File: src/hdl/hog_cell_histogram_defines.svh
// ----------------------------------------------------------------------------
// HOG cell histogram assertion macros
// Shared assertion helpers; they compile to nothing under synthesis.
// ----------------------------------------------------------------------------
`ifndef HOG_CELL_HISTOGRAM_DEFINES_SVH
`define HOG_CELL_HISTOGRAM_DEFINES_SVH

`ifndef SYNTHESIS
`define HOGCH_ASSERT(lbl, expr) \
    lbl: assert property (@(posedge i_clk) disable iff (!i_rst_n) (expr)) \
        else $error("hog_cell_histogram check failed");
`define HOGCH_ASSERT_NEXT(lbl, ante, cons) \
    lbl: assert property (@(posedge i_clk) disable iff (!i_rst_n) (ante) |=> (cons)) \
        else $error("hog_cell_histogram check failed");
`else
`define HOGCH_ASSERT(lbl, expr)
`define HOGCH_ASSERT_NEXT(lbl, ante, cons)
`endif

`endif

File: src/hdl/hogch_pkg.sv
// ----------------------------------------------------------------------------
// HOG cell histogram package
// Widths, limits, control structs and the octant decision shared by the block.
// ----------------------------------------------------------------------------
package hogch_pkg;

    localparam int ANGLE_BINS  = 8;
    localparam int BIN_W       = $clog2(ANGLE_BINS);
    localparam int PIX_W       = 8;
    localparam int GRAD_W      = PIX_W + 2;          // signed gradient with headroom
    localparam int SQ_W        = 2 * PIX_W + 1;      // gx^2 + gy^2
    localparam int RAD_W       = SQ_W + 9;           // radicand: sq * 256, even width
    localparam int MAG_W       = RAD_W / 2;          // root bits
    localparam int REM_W       = MAG_W + 2;
    localparam int ROOT_STEPS  = MAG_W;
    localparam int STEP_W      = $clog2(ROOT_STEPS);
    localparam int SUM_W       = 21;
    localparam logic [SUM_W-1:0] BIN_SUM_MAX = SUM_W'(1476864);

    typedef logic [BIN_W-1:0] t_bin;
    typedef logic [SUM_W-1:0] t_sum;
    typedef logic [MAG_W-1:0] t_mag;

    typedef struct packed {
        logic load;       // capture a new pixel
        logic square;     // form the radicand, clear the root unit
        logic root_step;  // one bit of the square root
        logic accum;      // add the magnitude into its bin
        logic snap;       // move all bins to the emission line and clear them
        logic shift;      // an output beat was taken
    } t_dp_cmd;

    typedef struct packed {
        logic cell_end;
    } t_dp_sts;

    // Sector of atan2(gy, gx) in 45 degree steps, y pointing down.
    // Angles exactly on a sector border belong to the higher sector.
    function automatic t_bin octant(input logic signed [GRAD_W-1:0] gx,
                                    input logic signed [GRAD_W-1:0] gy);
        t_bin b;
        if (gy >= 0) begin
            if (gx > 0) begin
                b = (gy < gx) ? t_bin'(0) : t_bin'(1);
            end else if (gx == 0) begin
                b = (gy == 0) ? t_bin'(0) : t_bin'(2);
            end else if (gy == 0) begin
                b = t_bin'(4);
            end else begin
                b = (gy > -gx) ? t_bin'(2) : t_bin'(3);
            end
        end else begin
            if (gx < 0) begin
                b = (gy > gx) ? t_bin'(4) : t_bin'(5);
            end else if (gx == 0) begin
                b = t_bin'(6);
            end else begin
                b = (-gy > gx) ? t_bin'(6) : t_bin'(7);
            end
        end
        return b;
    endfunction

endpackage

File: src/hdl/hogch_datapath.sv
// ----------------------------------------------------------------------------
// HOG cell histogram datapath
// Gradient, squared magnitude, bit-serial square root, bin accumulators and
// the emission shift line.
// ----------------------------------------------------------------------------
module hogch_datapath import hogch_pkg::*; (
    input  logic             i_clk,
    input  logic             i_rst_n,
    input  t_dp_cmd          i_cmd,
    output t_dp_sts          o_sts,
    input  logic [PIX_W-1:0] i_pixel_left,
    input  logic [PIX_W-1:0] i_pixel_right,
    input  logic [PIX_W-1:0] i_pixel_above,
    input  logic [PIX_W-1:0] i_pixel_below,
    input  logic             i_cell_end,
    output t_sum             o_bin_sum
);

    logic signed [GRAD_W-1:0] gx;
    logic signed [GRAD_W-1:0] gy;
    logic [PIX_W-1:0]         gx_abs;
    logic [PIX_W-1:0]         gy_abs;

    logic [PIX_W-1:0]   r_gx_abs;
    logic [PIX_W-1:0]   r_gy_abs;
    t_bin               r_bin;
    logic               r_cell_end;
    logic [RAD_W-1:0]   r_rad;
    logic [REM_W-1:0]   r_rem;
    t_mag               r_root;
    t_sum               r_acc   [ANGLE_BINS];
    t_sum               r_shift [ANGLE_BINS];

    logic [2*PIX_W-1:0] gx_sq;
    logic [2*PIX_W-1:0] gy_sq;
    logic [SQ_W-1:0]    sq;
    logic [REM_W-1:0]   rem_sh;
    logic [REM_W-1:0]   trial;
    logic [SUM_W:0]     sum_wide;
    t_sum               sum_sat;

    assign gx = GRAD_W'(i_pixel_right) - GRAD_W'(i_pixel_left);
    assign gy = GRAD_W'(i_pixel_below) - GRAD_W'(i_pixel_above);
    assign gx_abs = gx[GRAD_W-1] ? PIX_W'(-gx) : PIX_W'(gx);
    assign gy_abs = gy[GRAD_W-1] ? PIX_W'(-gy) : PIX_W'(gy);

    assign gx_sq = r_gx_abs * r_gx_abs;
    assign gy_sq = r_gy_abs * r_gy_abs;
    assign sq    = SQ_W'(gx_sq) + SQ_W'(gy_sq);

    // Restoring square root: two radicand bits enter per step.
    assign rem_sh = {r_rem[REM_W-3:0], r_rad[RAD_W-1 -: 2]};
    assign trial  = {r_root, 2'b01};

    assign sum_wide = {1'b0, r_acc[r_bin]} + (SUM_W+1)'(r_root);
    assign sum_sat  = (sum_wide > {1'b0, BIN_SUM_MAX}) ? BIN_SUM_MAX : sum_wide[SUM_W-1:0];

    always_ff @(posedge i_clk) begin
        if (i_cmd.load) begin
            r_gx_abs   <= gx_abs;
            r_gy_abs   <= gy_abs;
            r_bin      <= octant(gx, gy);
            r_cell_end <= i_cell_end;
        end
        if (i_cmd.square) begin
            r_rad  <= {1'b0, sq, 8'b0};
            r_rem  <= '0;
            r_root <= '0;
        end else if (i_cmd.root_step) begin
            r_rad <= {r_rad[RAD_W-3:0], 2'b00};
            if (rem_sh >= trial) begin
                r_rem  <= rem_sh - trial;
                r_root <= {r_root[MAG_W-2:0], 1'b1};
            end else begin
                r_rem  <= rem_sh;
                r_root <= {r_root[MAG_W-2:0], 1'b0};
            end
        end
    end

    always_ff @(posedge i_clk) begin
        if (!i_rst_n) begin
            for (int k = 0; k < ANGLE_BINS; k++) begin
                r_acc[k] <= '0;
            end
        end else if (i_cmd.accum) begin
            if (i_cmd.snap) begin
                for (int k = 0; k < ANGLE_BINS; k++) begin
                    r_acc[k] <= '0;
                end
            end else begin
                r_acc[r_bin] <= sum_sat;
            end
        end
    end

    always_ff @(posedge i_clk) begin
        if (i_cmd.accum && i_cmd.snap) begin
            for (int k = 0; k < ANGLE_BINS; k++) begin
                r_shift[k] <= (t_bin'(k) == r_bin) ? sum_sat : r_acc[k];
            end
        end else if (i_cmd.shift) begin
            for (int k = 0; k < ANGLE_BINS - 1; k++) begin
                r_shift[k] <= r_shift[k+1];
            end
            r_shift[ANGLE_BINS-1] <= '0;
        end
    end

    assign o_sts.cell_end = r_cell_end;
    assign o_bin_sum      = r_shift[0];

endmodule

File: src/hdl/hogch_ctrl.sv
// ----------------------------------------------------------------------------
// HOG cell histogram controller
// Sequences one pixel through square, root and accumulate, then emits the
// eight bins of a finished cell one beat at a time.
// ----------------------------------------------------------------------------
`include "hog_cell_histogram_defines.svh"

module hogch_ctrl import hogch_pkg::*; (
    input  logic    i_clk,
    input  logic    i_rst_n,
    input  logic    i_valid,
    output logic    o_stall,
    output logic    o_valid,
    input  logic    i_stall,
    output t_bin    o_bin_number,
    output logic    o_final_bin,
    output t_dp_cmd o_cmd,
    input  t_dp_sts i_sts
);

    localparam logic [2:0] ST_IDLE   = 3'd0;
    localparam logic [2:0] ST_SQUARE = 3'd1;
    localparam logic [2:0] ST_ROOT   = 3'd2;
    localparam logic [2:0] ST_ACCUM  = 3'd3;
    localparam logic [2:0] ST_EMIT   = 3'd4;

    localparam logic [STEP_W-1:0] LAST_STEP = STEP_W'(ROOT_STEPS - 1);
    localparam t_bin              LAST_BIN  = t_bin'(ANGLE_BINS - 1);

    logic [2:0]        r_state;
    logic [2:0]        n_state;
    logic [STEP_W-1:0] r_step;
    logic [STEP_W-1:0] n_step;
    t_bin              r_emit;
    t_bin              n_emit;
    logic              in_beat;
    logic              out_beat;

    assign o_stall  = (r_state != ST_IDLE);
    assign o_valid  = (r_state == ST_EMIT);
    assign in_beat  = i_valid && !o_stall;
    assign out_beat = o_valid && !i_stall;

    always_comb begin
        n_state = r_state;
        n_step  = r_step;
        n_emit  = r_emit;
        unique case (r_state)
            ST_IDLE: begin
                if (in_beat) begin
                    n_state = ST_SQUARE;
                end
            end
            ST_SQUARE: begin
                n_state = ST_ROOT;
                n_step  = '0;
            end
            ST_ROOT: begin
                if (r_step == LAST_STEP) begin
                    n_state = ST_ACCUM;
                end else begin
                    n_step = r_step + 1'b1;
                end
            end
            ST_ACCUM: begin
                n_emit  = '0;
                n_state = i_sts.cell_end ? ST_EMIT : ST_IDLE;
            end
            ST_EMIT: begin
                if (out_beat) begin
                    if (r_emit == LAST_BIN) begin
                        n_state = ST_IDLE;
                    end else begin
                        n_emit = r_emit + 1'b1;
                    end
                end
            end
            default: begin
                n_state = ST_IDLE;
            end
        endcase
    end

    always_ff @(posedge i_clk) begin
        if (!i_rst_n) begin
            r_state <= ST_IDLE;
            r_step  <= '0;
            r_emit  <= '0;
        end else begin
            r_state <= n_state;
            r_step  <= n_step;
            r_emit  <= n_emit;
        end
    end

    assign o_cmd.load      = in_beat;
    assign o_cmd.square    = (r_state == ST_SQUARE);
    assign o_cmd.root_step = (r_state == ST_ROOT);
    assign o_cmd.accum     = (r_state == ST_ACCUM);
    assign o_cmd.snap      = (r_state == ST_ACCUM) && i_sts.cell_end;
    assign o_cmd.shift     = out_beat;

    assign o_bin_number = r_emit;
    assign o_final_bin  = (r_emit == LAST_BIN);

    // The first bin of a cell always leads the emission.
    `HOGCH_ASSERT(a_emit_starts_at_zero, $rose(o_valid) |-> (r_emit == '0))
    // A cell that is being emitted stays on the output until its last bin goes.
    `HOGCH_ASSERT_NEXT(a_emit_holds, out_beat && !o_final_bin, o_valid)
    // The root unit never runs past its last bit.
    `HOGCH_ASSERT(a_root_bound, (r_state == ST_ROOT) |-> (r_step <= LAST_STEP))
    // After the last bin the block is ready for pixels again.
    `HOGCH_ASSERT_NEXT(a_emit_release, out_beat && o_final_bin, !o_stall)

endmodule

File: src/hdl/hog_cell_histogram.sv
// ----------------------------------------------------------------------------
// HOG cell orientation histogram
// Gradient magnitude per pixel, binned into eight 45 degree sectors per cell.
// ----------------------------------------------------------------------------
// Input channel: one beat per pixel with its four neighbours and cell_end,
// taken when i_valid is high and o_stall is low. Output channel: one beat per
// bin (bin number, saturating sum with 4 fraction bits, final-bin flag), taken
// when o_valid is high and i_stall is low.
// Each pixel occupies the block for the accept, a state to square the
// gradients, the steps of the one-bit-per-cycle square root and a state to
// add into the bin. o_stall is high while the block works on an accepted
// pixel or emits a finished cell.
// On a pixel with cell_end set, the first bin appears once the bin add is done
// and the eight bins follow one per cycle while i_stall is low; a stalled bin
// holds its value. No pixel is taken until the eighth bin is gone.
// Reset clears the bin sums and returns the block to waiting for pixels.
// ----------------------------------------------------------------------------
module hog_cell_histogram import hogch_pkg::*; (
    input  logic             i_clk,
    input  logic             i_rst_n,
    input  logic             i_valid,
    output logic             o_stall,
    input  logic [PIX_W-1:0] i_pixel_left,
    input  logic [PIX_W-1:0] i_pixel_right,
    input  logic [PIX_W-1:0] i_pixel_above,
    input  logic [PIX_W-1:0] i_pixel_below,
    input  logic             i_cell_end,
    output logic             o_valid,
    input  logic             i_stall,
    output t_bin             o_bin_number,
    output t_sum             o_bin_sum,
    output logic             o_final_bin
);

    t_dp_cmd cmd;
    t_dp_sts sts;

    hogch_ctrl u_ctrl (
        .i_clk        (i_clk),
        .i_rst_n      (i_rst_n),
        .i_valid      (i_valid),
        .o_stall      (o_stall),
        .o_valid      (o_valid),
        .i_stall      (i_stall),
        .o_bin_number (o_bin_number),
        .o_final_bin  (o_final_bin),
        .o_cmd        (cmd),
        .i_sts        (sts)
    );

    hogch_datapath u_datapath (
        .i_clk         (i_clk),
        .i_rst_n       (i_rst_n),
        .i_cmd         (cmd),
        .o_sts         (sts),
        .i_pixel_left  (i_pixel_left),
        .i_pixel_right (i_pixel_right),
        .i_pixel_above (i_pixel_above),
        .i_pixel_below (i_pixel_below),
        .i_cell_end    (i_cell_end),
        .o_bin_sum     (o_bin_sum)
    );

endmodule
File: config.mk
export PLATFORM = sky130hd
export DESIGN_NAME = hog_cell_histogram
export DESIGN_NICKNAME = d
export VERILOG_FILES = /design/src/hdl/hogch_pkg.sv /design/src/hdl/hogch_datapath.sv /design/src/hdl/hogch_ctrl.sv /design/src/hdl/hog_cell_histogram.sv
export VERILOG_INCLUDE_DIRS = /design/src /design/src/hdl
export SDC_FILE = /design/constraint.sdc
export NUM_CORES = 1
export LEC_CHECK = 0
export ABC_AREA = 1
export BUFFER_PORTS_ARGS = -buffer_cell sky130_fd_sc_hd__buf_2
export CAP_MARGIN = 15
export CORE_MARGIN = 10
export CORE_UTILIZATION = 25
export DETAILED_ROUTE_END_ITERATION = 10
export HOLD_SLACK_MARGIN = 0.03
export PLACE_DENSITY = 0.38
export SETUP_SLACK_MARGIN = 0.4
export SYNTH_ARGS = -nofsm -noshare
export SYNTH_HDL_FRONTEND = slang
export SYNTH_SLANG_ARGS = --single-unit
export TNS_END_PERCENT = 1
File: constraint.sdc
create_clock -name i_clk -period 8.4 [get_ports i_clk]
set_clock_uncertainty 0.05 [all_clocks]
set_input_delay 0.84 -clock i_clk [delete_from_list [all_inputs] [get_ports i_clk]]
set_output_delay 0.84 -clock i_clk [all_outputs]
set_load 0.03 [all_outputs]
==> impl_metrics.tcl <==
set metrics [dict create \
    root_buffer "clkbuf_16" \
    synth_top_cell_by_area "edfxtp_1" \
    synthFlopType "edfxtp_1" \
    cts_num_sinks 413 \
    dr.pass1.iters 8 \
    r2r_start "u_datapath.r_gx_abs[4]" \
    synth_cell_types 51 \
    cp-startpoint "u_datapath.r_gx_abs[4]" \
    design_area_mm2 0.03010 \
    path_clk_slew_ns 0.06 \
    place_area_mm2 0.02839 \
    drv_cap 0 \
    grtUsageMet3_pct 1.908 \
    timing.hold.worst.class "reg2reg" \
    antenna_found_initial 5 \
    finalHoldViolCount 0 \
    setup_violations 0 \
    worstMarginPinSlew_ns 1.023 \
    totalWireLength_um 85080 \
    holdBufCountCts 0 \
    outcome "complete, no violations" \
    netlist_top_cells_area "edfxtp_1, nand2_1, inv_1" \
    diodes 0 \
    vdd_drop_max_mv 0.6060 \
    slew_headroom_pct 31.65 \
    die_x_um 347.1 \
    crit_path_max_fanout 10 \
    reg2reg_depth 21 \
    grt_max_degree 142 \
    synth-edff-count 373 \
    synth_area_mm2 0.02674 \
    fmaxAchievable_mhz 170.0 \
    fp.coreArea_mm2 0.1057 \
    cp-start-kind "flop" \
    htreeDepth 2 \
    ios 64 \
    ant_nets 0 \
    crit_type "reg2reg" \
    num_vias 20550 \
    period_minus_slack_ns 5.883 \
    routedWlPerCell_um 18.23 \
    grt_pass1_vias 20520 \
    grt_pass1_wl_um 129300 \
    clk_latency_ns 0.64 \
    rsz0062_at_grt "no" \
    die_h_um 347.1 \
    arrival_ns 6.19 \
    port-buffer-count 63 \
    yosysSeqAreaShare_pct 44.88 \
    dpl.hpwl_um 55300 \
    grt_usage_pct 13.85 \
    tns_ns 0 \
    rows 119 \
    grt-busiest-layer "met2" \
    gp_congestion 0.8012 \
    syn_nets 3505 \
    hold_depth 2 \
    layout-drive-gt1-share_pct 7.263 \
    grt_overflow_total 0 \
    synth_top_area_share_pct 41.88 \
    p_per_area_mw_per_mm2 420.8 \
    first_iter_violations 1375 \
    synthToLayoutAreaGrowth_pct 12.54 \
    endpoint_kind "flop" \
    nets 3489 \
    post_cts_buffers 0 \
    numCtsBuffers 52 \
    finalMaxSlewViolations 0 \
    cp.required_ns 8.71 \
    initial_core_util_pct 25.30 \
    yosys_warnings 0 \
    use_met2_pct 23.52 \
    met1_usage_pct 18.66 \
    syn_area_per_cell_um2 8.223 \
    p_leak_nw 13.49 \
    viasPerCell 4.402 \
    fin_crit_sh_pct 70.04 \
    drc 0 \
    cts_tree "built" \
    async_reset_ff_share_pct 0 \
    hold_start "u_datapath.r_rem[1]" \
    cts_resized 0 \
    synthCells 3252 \
    ys_ff_latch 413 \
    clk_path_buf_depth 3 \
    dieArea_mm2 0.1205 \
    reg2reg_slack_ns 2.52 \
    hold_ws_ns 0.4245 \
]
-- registers in the layout, summed over array words and instances, names as in the netlist, named ones only --
| register | count |
|---|---|
| u_datapath.r_root | 13 |
| u_datapath.o_sts | 1 |
| u_ctrl.r_state | 3 |
| u_datapath.r_rad | 18 |
| u_datapath.r_gy_abs | 8 |
| u_datapath.r_rem | 13 |
| u_datapath.r_acc | 168 |
| u_ctrl.o_bin_number | 3 |
| u_datapath.r_gx_abs | 8 |
| u_datapath.r_bin | 3 |
| u_ctrl.r_step | 4 |
| u_datapath.r_shift | 168 |
-- layout make-up --
class | instances | area [µm²]
fill | 11450 | 75620
multi-input combinational | 2165 | 12110
sequential | 413 | 12000
inverter | 494 | 1856
tap | 1391 | 1740
clock buffer | 70 | 1399
timing repair buffer | 110 | 680.7
clock inverter | 25 | 302.8
-- layer usage --
layer | vias up | wire length (µm)
li1 | 10370 | -
met3 | 76 | 3747
met4 | 0 | 1361
met2 | 391 | 40070
met5 | - | 0
met1 | 9716 | 39910
-- placed cells by master (no fill, tap or decap), types with 13 or more instances in the layout --
cell       synthesis  routed
nand2_1          867     860
xor2_1            38      38
buf_2             18      63
a31oi_1           15      15
nor2_1           339     336
clkbuf_16          0      52
buf_4             30      46
nand3_1           86      86
nand2_2            7      13
ha_1             137     137
o21bai_1          16      15
clkbuf_1         125      15
edfxtp_1         373     373
o22ai_1           17      17
a21oi_1          137     137
o21ai_0          318     318
inv_1            485     484
fa_1              79      79
dfxtp_1           40      38
nor3_1            25      17
-- synth_stat cells, types with 8 or more instances --
library cell	number
buf_2	18
xor2_1	38
xnor2_1	12
buf_4	30
o21bai_1	16
clkbuf_1	125
nor3_1	25
fa_1	79
o21ai_0	318
o21ai_1	9
nand2_1	867
nand3_1	86
ha_1	137
edfxtp_1	373
o22ai_1	17
nand2_4	8
nand4_1	12
nor2_1	339
a21oi_1	137
inv_1	485
dfxtp_1	40
a31oi_1	15
-- critical path, stage by stage, from the launching register on --
cell	delay, ns
edfxtp_1	0.57
nand2_1	0.16
fa_1	0.49
fa_1	0.55
inv_1	0.05
fa_1	0.52
fa_1	0.44
fa_1	0.54
inv_1	0.05
fa_1	0.52
inv_1	0.04
ha_1	0.32
nand2_1	0.08
nand2_1	0.07
a21oi_1	0.09
o21ai_0	0.26
a21oi_1	0.11
o21bai_1	0.26
nand4_1	0.16
a21o_1	0.19
nand3_1	0.06
nand2_1	0.05
-- path summary, 6_finish.rpt --
check | end
worst max register to register | u_datapath.r_rad[24]
worst min-delay path | u_datapath.r_rem[1]
worst min register to register | u_datapath.r_rem[1]
worst max-delay path | u_datapath.r_rad[24]
-- logic make-up after synthesis --
logic type,after synthesis,share of synthesized area (%)
AND/OR/NAND/NOR,1361,20.20
buffers and inverters,674,10.12
AO/OA/AOI/OAI,536,10.64
flip-flops,413,44.88
adder cells (fa/ha/maj),216,12.32
XOR/XNOR,52,1.843
-- report_power, final --
part	internal, mW	switching (mW)
combinational	2.67	5.03
clock	1.33	0.953
sequential	2.52	0.161
-- per-stage QoR --
step	cells	utilization, %	total power, mW	worst slack (ns)
5_1_grt	4668	28.47	14.13	2.021
6_report	4668	28.47	12.67	2.517
3_5_place_dp	4573	26.86	10.58	2.464
4_1_cts	4668	28.47	12.93	2.461
2_1_floorplan	3252	-	8.601	2.663
3_3_place_gp	4573	26.86	10.68	2.497
No activity file was read; power rests on OpenSTA's default activity.
